===== config.mk =====
export PLATFORM = sky130hd
export DESIGN_NAME = lcg_random_range_generator
export DESIGN_NICKNAME = d
export VERILOG_FILES = /design/src/hdl/lcgr_pkg.sv /design/src/hdl/lcgr_dpath.sv /design/src/hdl/lcgr_ctrl.sv /design/src/hdl/lcg_random_range_generator.sv
export SDC_FILE = /design/constraint.sdc
export NUM_CORES = 1
export LEC_CHECK = 0
export ABC_AREA = 1
export BUFFER_PORTS_ARGS = -buffer_cell sky130_fd_sc_hd__clkbuf_2
export CORE_MARGIN = 1.5
export CORE_UTILIZATION = 42
export CTS_BUF_LIST = sky130_fd_sc_hd__clkbuf_16
export DETAILED_ROUTE_END_ITERATION = 6
export PLACE_DENSITY_LB_ADDON = 0.1
export SLEW_MARGIN = 20
export SYNTH_ARGS = -nofsm -noshare
export SYNTH_HDL_FRONTEND = slang
export SYNTH_HIERARCHICAL = 1
export SYNTH_SLANG_ARGS = --single-unit

===== constraint.sdc =====
create_clock -name clk -period 6.75 [get_ports clk]
set_input_delay 0.3375 -clock clk [delete_from_list [all_inputs] [get_ports clk]]
set_output_delay 0.3375 -clock clk [all_outputs]
set_load 0.005 [all_outputs]

===== src/hdl/lcgr_pkg.sv =====
`default_nettype none

package lcgr_pkg;

  // Generator constants
  localparam logic [31:0] LCG_MUL = 32'd1103515245;
  localparam logic [31:0] LCG_ADD = 32'd12345;

  // Raw value width and remainder iterations (one quotient bit per cycle)
  localparam int RAW_W     = 31;
  localparam int DIV_STEPS = RAW_W;
  localparam int DIV_CNT_W = $clog2(DIV_STEPS);

  // Item kinds
  typedef enum logic [1:0] {
    KIND_SEED  = 2'd0,
    KIND_RAW   = 2'd1,
    KIND_RANGE = 2'd2,
    KIND_NONE  = 2'd3
  } kind_t;

  // Commands from controller to datapath
  typedef struct packed {
    logic seed;   // add seed_value to generator state
    logic load;   // latch range operands for a draw
    logic mul;    // capture state * multiplier
    logic add;    // finish one generator step and take its slice
    logic first;  // this step is the first of the draw
    logic div;    // one remainder iteration
    logic fin;    // load output register
  } cmd_t;

  // Status from datapath to controller
  typedef struct packed {
    logic use_mod;  // range draw with nonzero span
  } sts_t;

endpackage

`default_nettype wire


===== src/hdl/lcgr_dpath.sv =====
`default_nettype none

module lcgr_dpath (
  input  wire logic                clk,
  input  wire logic                rst,
  input  wire lcgr_pkg::cmd_t      cmd,
  input  wire logic [1:0]          kind,
  input  wire logic [31:0]         seed_value,
  input  wire logic signed [31:0]  range_low,
  input  wire logic signed [31:0]  range_high,
  output lcgr_pkg::sts_t           sts,
  output logic signed [31:0]       random_value,
  output logic                     span_zero
);

  logic [31:0]                lcg_state;
  logic [31:0]                prod;
  logic [31:0]                stepped;
  logic [lcgr_pkg::RAW_W-1:0] raw;
  logic [31:0]                rem;
  logic [31:0]                low;
  logic [31:0]                span;
  logic                       use_mod;
  logic                       zero_flag;
  logic [31:0]                span_in;
  logic                       is_range;
  logic [32:0]                trial;
  logic [32:0]                trial_sub;
  logic [31:0]                addend;

  // Span of the incoming range, wrapped mod 2^32
  assign span_in  = $unsigned(range_high) - $unsigned(range_low) + 32'd1;
  assign is_range = (kind == lcgr_pkg::KIND_RANGE);

  // Finish one generator step
  assign stepped = prod + lcgr_pkg::LCG_ADD;

  // Restoring remainder step over the raw value, MSB first
  assign trial     = {rem, raw[lcgr_pkg::RAW_W-1]};
  assign trial_sub = trial - {1'b0, span};

  assign addend = use_mod ? rem : {{(32-lcgr_pkg::RAW_W){1'b0}}, raw};

  // Generator state: seed add or step
  always_ff @(posedge clk) begin
    if (rst) begin
      lcg_state <= '0;
    end else if (cmd.seed) begin
      lcg_state <= lcg_state + seed_value;
    end else if (cmd.add) begin
      lcg_state <= stepped;
    end
  end

  // Multiply stage
  always_ff @(posedge clk) begin
    if (cmd.mul) begin
      prod <= lcg_state * lcgr_pkg::LCG_MUL;
    end
  end

  // Draw operands
  always_ff @(posedge clk) begin
    if (cmd.load) begin
      low       <= is_range ? $unsigned(range_low) : 32'd0;
      span      <= span_in;
      use_mod   <= is_range && (span_in != 32'd0);
      zero_flag <= is_range && (span_in == 32'd0);
    end
  end

  // Raw value assembly, then reuse as the dividend shifter
  always_ff @(posedge clk) begin
    if (cmd.load) begin
      rem <= '0;
    end else if (cmd.div) begin
      rem <= (trial >= {1'b0, span}) ? trial_sub[31:0] : trial[31:0];
    end
    if (cmd.add) begin
      if (cmd.first) begin
        raw <= {{(lcgr_pkg::RAW_W-11){1'b0}}, stepped[26:16]};
      end else begin
        raw <= {raw[lcgr_pkg::RAW_W-11:0], stepped[25:16]};
      end
    end else if (cmd.div) begin
      raw <= {raw[lcgr_pkg::RAW_W-2:0], 1'b0};
    end
  end

  // Output register
  always_ff @(posedge clk) begin
    if (cmd.fin) begin
      random_value <= $signed(low + addend);
      span_zero    <= zero_flag;
    end
  end

  assign sts.use_mod = use_mod;

endmodule

`default_nettype wire


===== src/hdl/lcgr_ctrl.sv =====
`default_nettype none

module lcgr_ctrl (
  input  wire logic           clk,
  input  wire logic           rst,
  input  wire logic           in_valid,
  output logic                in_stall,
  input  wire logic [1:0]     kind,
  output logic                out_valid,
  input  wire logic           out_stall,
  input  wire lcgr_pkg::sts_t sts,
  output lcgr_pkg::cmd_t      cmd
);

  typedef enum logic [4:0] {
    S_IDLE = 5'b00001,
    S_MUL  = 5'b00010,
    S_ADD  = 5'b00100,
    S_DIV  = 5'b01000,
    S_FIN  = 5'b10000
  } state_t;

  state_t                       state, state_next;
  logic [1:0]                   step, step_next;
  logic [lcgr_pkg::DIV_CNT_W-1:0] div_cnt, div_cnt_next;
  logic                         out_valid_next;
  logic                         in_accept;
  logic                         is_draw;
  logic                         out_free;

  assign in_stall  = (state != S_IDLE);
  assign in_accept = in_valid && !in_stall;
  assign is_draw   = (kind == lcgr_pkg::KIND_RAW) || (kind == lcgr_pkg::KIND_RANGE);
  assign out_free  = !out_valid || !out_stall;

  // Sequence seed beats and draws
  always_comb begin
    state_next     = state;
    step_next      = step;
    div_cnt_next   = div_cnt;
    out_valid_next = out_valid && out_stall;
    cmd            = '0;
    unique case (state)
      S_IDLE: begin
        if (in_accept) begin
          cmd.seed = (kind == lcgr_pkg::KIND_SEED);
          if (is_draw) begin
            cmd.load   = 1'b1;
            step_next  = 2'd0;
            state_next = S_MUL;
          end
        end
      end
      S_MUL: begin
        cmd.mul    = 1'b1;
        state_next = S_ADD;
      end
      S_ADD: begin
        cmd.add   = 1'b1;
        cmd.first = (step == 2'd0);
        if (step == 2'd2) begin
          div_cnt_next = '0;
          state_next   = sts.use_mod ? S_DIV : S_FIN;
        end else begin
          step_next  = step + 2'd1;
          state_next = S_MUL;
        end
      end
      S_DIV: begin
        cmd.div      = 1'b1;
        div_cnt_next = div_cnt + 1'b1;
        if (div_cnt == lcgr_pkg::DIV_CNT_W'(lcgr_pkg::DIV_STEPS - 1)) begin
          state_next = S_FIN;
        end
      end
      S_FIN: begin
        // Hold until the output register is free
        if (out_free) begin
          cmd.fin        = 1'b1;
          out_valid_next = 1'b1;
          state_next     = S_IDLE;
        end
      end
      default: begin
        state_next = S_IDLE;
      end
    endcase
  end

  always_ff @(posedge clk) begin
    if (rst) begin
      state     <= S_IDLE;
      step      <= '0;
      div_cnt   <= '0;
      out_valid <= 1'b0;
    end else begin
      state     <= state_next;
      step      <= step_next;
      div_cnt   <= div_cnt_next;
      out_valid <= out_valid_next;
    end
  end

  // A draw beat starts the multiply stage
  a_draw_start: assert property (@(posedge clk) disable iff (rst)
    (in_accept && is_draw) |=> (state == S_MUL))
    else $error("draw beat did not start generator");

  // The last remainder iteration leads to the output stage
  a_div_end: assert property (@(posedge clk) disable iff (rst)
    (state == S_DIV && div_cnt == lcgr_pkg::DIV_CNT_W'(lcgr_pkg::DIV_STEPS - 1))
      |=> (state == S_FIN))
    else $error("remainder did not finish after last iteration");

  // A blocked output register holds the finished draw
  a_fin_hold: assert property (@(posedge clk) disable iff (rst)
    (state == S_FIN && out_valid && out_stall) |=> (state == S_FIN && out_valid))
    else $error("result loaded over a waiting beat");

  // Each multiply is followed by its add
  a_mul_add: assert property (@(posedge clk) disable iff (rst)
    (state == S_MUL) |=> (state == S_ADD))
    else $error("multiply not followed by add");

endmodule

`default_nettype wire


===== src/hdl/lcg_random_range_generator.sv =====
`default_nettype none

// Sequence: a raw draw, or a range draw whose span wraps to zero, runs 3 multiply/add
//   steps, then loads the output; a nonzero-span range draw runs the remainder iterations first.
// Flow: one draw at a time; the next beat is taken the cycle after the result loads,
//   and the result may wait on a stalled output. A seed beat does not leave the idle state.
// Reset: synchronous, active high; generator state clears to zero, no beat valid.
module lcg_random_range_generator (
  input  wire logic               clk,
  input  wire logic               rst,
  input  wire logic               in_valid,
  output logic                    in_stall,
  input  wire logic [1:0]         kind,
  input  wire logic [31:0]        seed_value,
  input  wire logic signed [31:0] range_low,
  input  wire logic signed [31:0] range_high,
  output logic                    out_valid,
  input  wire logic               out_stall,
  output logic signed [31:0]      random_value,
  output logic                    span_zero
);

  lcgr_pkg::cmd_t cmd;
  lcgr_pkg::sts_t sts;

  // Sequencer
  lcgr_ctrl u_ctrl (
    .clk       (clk),
    .rst       (rst),
    .in_valid  (in_valid),
    .in_stall  (in_stall),
    .kind      (kind),
    .out_valid (out_valid),
    .out_stall (out_stall),
    .sts       (sts),
    .cmd       (cmd)
  );

  // Generator, remainder unit and output register
  lcgr_dpath u_dpath (
    .clk          (clk),
    .rst          (rst),
    .cmd          (cmd),
    .kind         (kind),
    .seed_value   (seed_value),
    .range_low    (range_low),
    .range_high   (range_high),
    .sts          (sts),
    .random_value (random_value),
    .span_zero    (span_zero)
  );

endmodule

`default_nettype wire


Yosys cells after proc, flatten, opt, wreduce, memory -nomap -nowiden --
Cells that the tools add are included. Widths: inputs -> output; s select.
Operators by class: $mul 1, reduce and logical (&&, ||, !) cells 20, magnitude comparators 1, equal/unequal tests 16, add/sub/neg operators 8, mux-type cells 30
Operator list (count):
- $mux 32 | 4
- $mux 31 | 3
- $add 32x32->32 | 2
- $sub 32x32->32 | 2
- $mux 5 | 7
- $ge 33x32->1 | 1
- $add 32x1->32 const B | 1
- $add 32x14->32 const B | 1
- $logic_not 32->1 | 1
- $mul 32x31->32 const B | 1
- $reduce_bool 32->1 | 1
- $pmux 5 s5 | 1
- $mux 2 | 6
- $eq 5x5->1 const B | 2
- $ne 2x1->1 const B | 5
- $pmux 5 s2 | 1
- $reduce_and 4->1 | 2
- $reduce_bool 2->1 | 4
- $mux 1 | 7
- $add 5x1->5 const B | 1
- $eq 5x1->1 const B | 1
- $eq 5x2->1 const B | 1
- $eq 5x3->1 const B | 1
- $eq 5x4->1 const B | 1
- 11 further kinds | 19
Storage, ports and cells: bits of input ports 102, register bits after elaboration 239, logic and storage cells 90

Logic depth before layout (Yosys ltp) --
depth in word-level cells 6, gate-level depth with buffers 26, depth with buffers taken out 26

Hierarchy --
Netlist, hierarchy kept.
By module, submodules not included:
- lcgr_dpath | area an instance 21894.7 um^2, times used 1, cells an instance 2662
- lcgr_ctrl | area an instance 759.5 um^2, times used 1, cells an instance 112

Worst setup path before layout --
OpenSTA, ideal clock, no wires.
path type reg2reg, from reg u_dpath.lcg_state[2], to reg u_dpath.prod[24], data pin, path slack 0.728 ns, stages on the path, launching flop included 27, library setup time 0.258 ns, required time 6.492 ns, arrival time 5.764 ns, cells stage by stage dfxtp_1 > ha_1 > xor2_1 > ha_1 > or2_2 > fa_1 > inv_1 > fa_1 > inv_1 > ha_1 > ha_1 > fa_1 > inv_1 > fa_1 > inv_1 > ha_1 > nand2_1 > nor2_1 > a211oi_1 > o221ai_1 > a31oi_1 > o21ai_0 > nand2_1 > nand2_1 > nand2_1 > nand2_1 > xor2_1
On the way: longest elaborated chain between the ends 1
RTL lines:
- from (decl) | line lcgr_dpath.sv:16 | logic [31:0] lcg_state;
- from (signal assigned) | line lcgr_dpath.sv:49 | lcg_state <= lcg_state + seed_value;
- from (signal assigned) | line lcgr_dpath.sv:51 | lcg_state <= stepped;
- $mul 32x31->32 | line lcgr_dpath.sv:58 | prod <= lcg_state * lcgr_pkg::LCG_MUL;
- to (signal assigned) | line lcgr_dpath.sv:58
- to (decl) | line lcgr_dpath.sv:17 | logic [31:0] prod;
No other way between the ends. A chain may end at the register's enable or synchronous reset.

Final worst setup path --
from reg u_dpath.lcg_state[7], to reg u_dpath.prod[26], data pin
The elaborated chain is that of the path after synthesis.

==> results.yml <==
grt:
  first_global_vias: 18610
  grt_first_pass_wirelength_um: 106700
  grt_max_degree: 65
  antenna_found_initial: 5
  grt_use_total_pct: 24.81
  grt.overflow.total: 0
yosys:
  syn-num-nets: 3306
  synth_edf_count: 157
  synth.cell_area_um2: 22650
  synth_seq_area_share_pct: 27.17
  synthFlopType: "edfxtp_1"
  async_reset_ff_share_pct: 0
  yosysUniqueCellTypes: 61
  syn_inst: 2774
  syn_area_per_cell_um2: 8.167
  synth-warning-count: 6
  synth-seq-cells: 229
pwr:
  p_sw_share_pct: 41.85
  seq_power_share_pct: 27.2
  peakVddDrop_v: 0.0001693
  p_switching_w: 0.002745
  pwr-share-comb_pct: 48.6
  p_int_w: 0.003815
  p_per_area_nw_per_um2: 260.4
  clock_power_share_pct: 24.2
  p_leak_nw: 12.53
detailed_routing:
  drc: 0
  ant_nets: 0
  vias: 19069
  routed_wl_um: 68530
  wire_per_inst_um: 18.88
  drt_iter0_markers: 1530
  drtPass1Iterations: 5
  drt-vias-per-instance: 5.253
floorplan:
  io_pins: 137
  die_x_um: 235.2
  core_area_um2: 52970
  num_rows: 84
  start_util_pct: 42.77
  die_area_um2: 55340
  dieHeight_um: 235.2
cells_and_area:
  area_delta_synth_final_pct: 11.21
  layout_common_cells: "inv_1 (551), nand2_1 (432), ha_1 (301), a21oi_1 (239), nor2_1 (206)"
  final-instance-count-excl-fill: 3630
  antenna_cells: 0
  fin_nets: 3452
  final_common_cell: "inv_1"
  fill_cells: 5336
  drive_gt1_share_pct: 9.041
status:
  status: "finished, final reports clean"
setup_path:
  worstSetupPathType: "reg2reg"
  cp_max_fo: 4
  worstSetupStartpointType: "flop"
  critPathRequiredTime_ns: 7.06
  worstSetupEndpointType: "flop"
  arrival_ns: 6.77
timing:
  slew_viol_final: 0
  fin_setup_tns_ns: 0
  fmax_mhz: 154.8
  relSlewSlack_pct: 40.89
  final.min_clock_period_ns: 6.460
  report.final.hold_viol_count: 0
  tightest_slew_ns: 0.8773
  setup_viol: 0
  fin_crit_sh_pct: 95.70
  skew_ns: 0.02499
  rsz0062_at_grt: "false"
  setup_slack_ns: 0.2901
clock_network:
  clock_latency_ns: 0.58
  htreeDepth: 1
  cts_sinks: 229
  clockBufferDepth: 3
  numCtsBuffers: 28
  clockRootBuffer: "clkbuf_16"
  hold_buffers: 0
  path_clk_slew_ns: 0.06
  post-cts-setup-buffers: 0
  cts_resized: 0
  cts_tree: "done"
run:
  cap_violations: 0
placement:
  io_buffer_count: 131
  place.gp.congestion: 0.9288
  post-place-ws_ns: 0.3093
  dp_cells: 3578
  dp_hpwl_um: 57320
min_path:
  hp-class: "in2reg"
## final cells by class
type | count | area (um^2) | share of cell area [%]
sequential | 229 | 6156 | 24.43
inverter | 552 | 2072 | 8.224
timing repair buffer | 159 | 865.8 | 3.437
tap | 688 | 860.8 | 3.417
clock buffer | 29 | 725.7 | 2.880
multi-input combinational | 1950 | 14270 | 56.65
clock inverter | 23 | 240.2 | 0.9535
## cells in the mapped netlist (3+ instances only)
cell type / number / area share (%)
xnor2_1: 63 / 2.4
fa_1: 129 / 11
nand4_1: 32 / 0.88
a31oi_1: 19 / 0.52
a221oi_1: 10 / 0.39
nor2_1: 208 / 3.4
xor2_1: 84 / 3.2
ha_1: 301 / 17
a21oi_2: 5 / 0.19
clkbuf_1: 29 / 0.48
o221ai_1: 7 / 0.27
nand2_1: 432 / 7.2
nor2_2: 4 / 0.11
inv_1: 549 / 9.1
o22ai_1: 23 / 0.64
o31ai_1: 4 / 0.13
or2_2: 10 / 0.28
a211o_1: 3 / 0.12
buf_1: 6 / 0.099
o21ai_1: 34 / 0.75
a21o_1: 8 / 0.27
o211ai_1: 11 / 0.36
nor3_1: 23 / 0.51
nand3_1: 79 / 1.7
a21oi_1: 240 / 5.3
nand2_2: 10 / 0.28
edfxtp_1: 157 / 21
nor4_1: 11 / 0.30
o21ai_0: 139 / 3.1
a21boi_1: 3 / 0.099
o21a_1: 8 / 0.27
nand3b_1: 5 / 0.17
o21ai_2: 7 / 0.27
nand3_2: 5 / 0.22
o21bai_1: 9 / 0.30
dfxtp_1: 72 / 6.4
buf_6: 4 / 0.20
## through the flow
stage	cell area [um^2]	total power [W]	utilization, %	hold slack, ns
final	25190	0.006560	47.56	0.06991
after global routing	25190	0.007150	47.56	0.07197
after CTS	25170	0.006587	47.51	0.04483
after detailed placement	24200	0.004962	45.69	0.4296
after global placement	24200	0.004928	45.69	0.4101
after floorplan	22650	0.004096	-	0.4003
## critical path, stage by stage (launching register included)
cell and delay [ns]:
dfxtp_1 0.35, buf_4 0.18, ha_1 0.42, fa_1 0.50, fa_1 0.56, inv_1 0.06, fa_1 0.54, inv_1 0.06
fa_1 0.52, fa_1 0.44, fa_1 0.54, inv_1 0.05, fa_1 0.53, inv_1 0.04, ha_1 0.35, a21oi_1 0.20
o21ai_0 0.15, a2111oi_2 0.37, o31ai_1 0.16, xor2_1 0.17
## state kept, by name, summed over array words and instances (netlist names), 2 cells and up
name / cells
u_dpath/span: 32
u_dpath/random_value: 32
u_dpath/lcg_state: 27
u_dpath/low: 32
u_dpath/raw: 31
u_ctrl/div_cnt: 5
u_ctrl/state: 5
u_ctrl/step: 2
u_dpath/rem: 32
u_dpath/prod: 27
## power groups by stage
stage / sequential, W / combinational, W / clock (W)
2_1_floorplan: 0.00179 / 0.00230 / 0
3_3_place_gp: 0.00181 / 0.00311 / 0
3_5_place_dp: 0.00182 / 0.00315 / 0
4_1_cts: 0.00179 / 0.00318 / 0.00163
5_1_grt: 0.00179 / 0.00367 / 0.00168
6_report: 0.00179 / 0.00319 / 0.00159
## path summary, 6_finish.rpt
kind	endpoint	slack (ns)	from	depth (start not counted)
worst min-delay path	u_ctrl/out_valid	0.07	out_stall	3
worst max-delay path	u_dpath/prod[26]	0.29	u_dpath/lcg_state[7]	19
worst min register to register	u_dpath/span_zero	0.43	u_dpath/zero_flag	0
worst max register to register	u_dpath/prod[26]	0.29	u_dpath/lcg_state[7]	19
## kinds of logic (layout without fill, tap and decap cells)
family / count (synthesis) / count (layout) / synth area share [%]
and+or+nand+nor: 826 / 826 / 15.37
buffers and inverters: 595 / 763 / 10.04
AOI/OAI and AO/OA: 547 / 547 / 13.71
adders and majority gates: 430 / 430 / 28.02
DFF: 229 / 229 / 27.17
xor gates and xnor gates: 147 / 147 / 5.683
## routing by layer
layer | share of wire [%] | global-route usage (%)
met1 | 51 | 38.42
met5 | 0.067 | 0
met2 | 40 | 35.40
met3 | 7.2 | 4.761
met4 | 2.1 | 5.064
(Power assumes the default switching activity.)
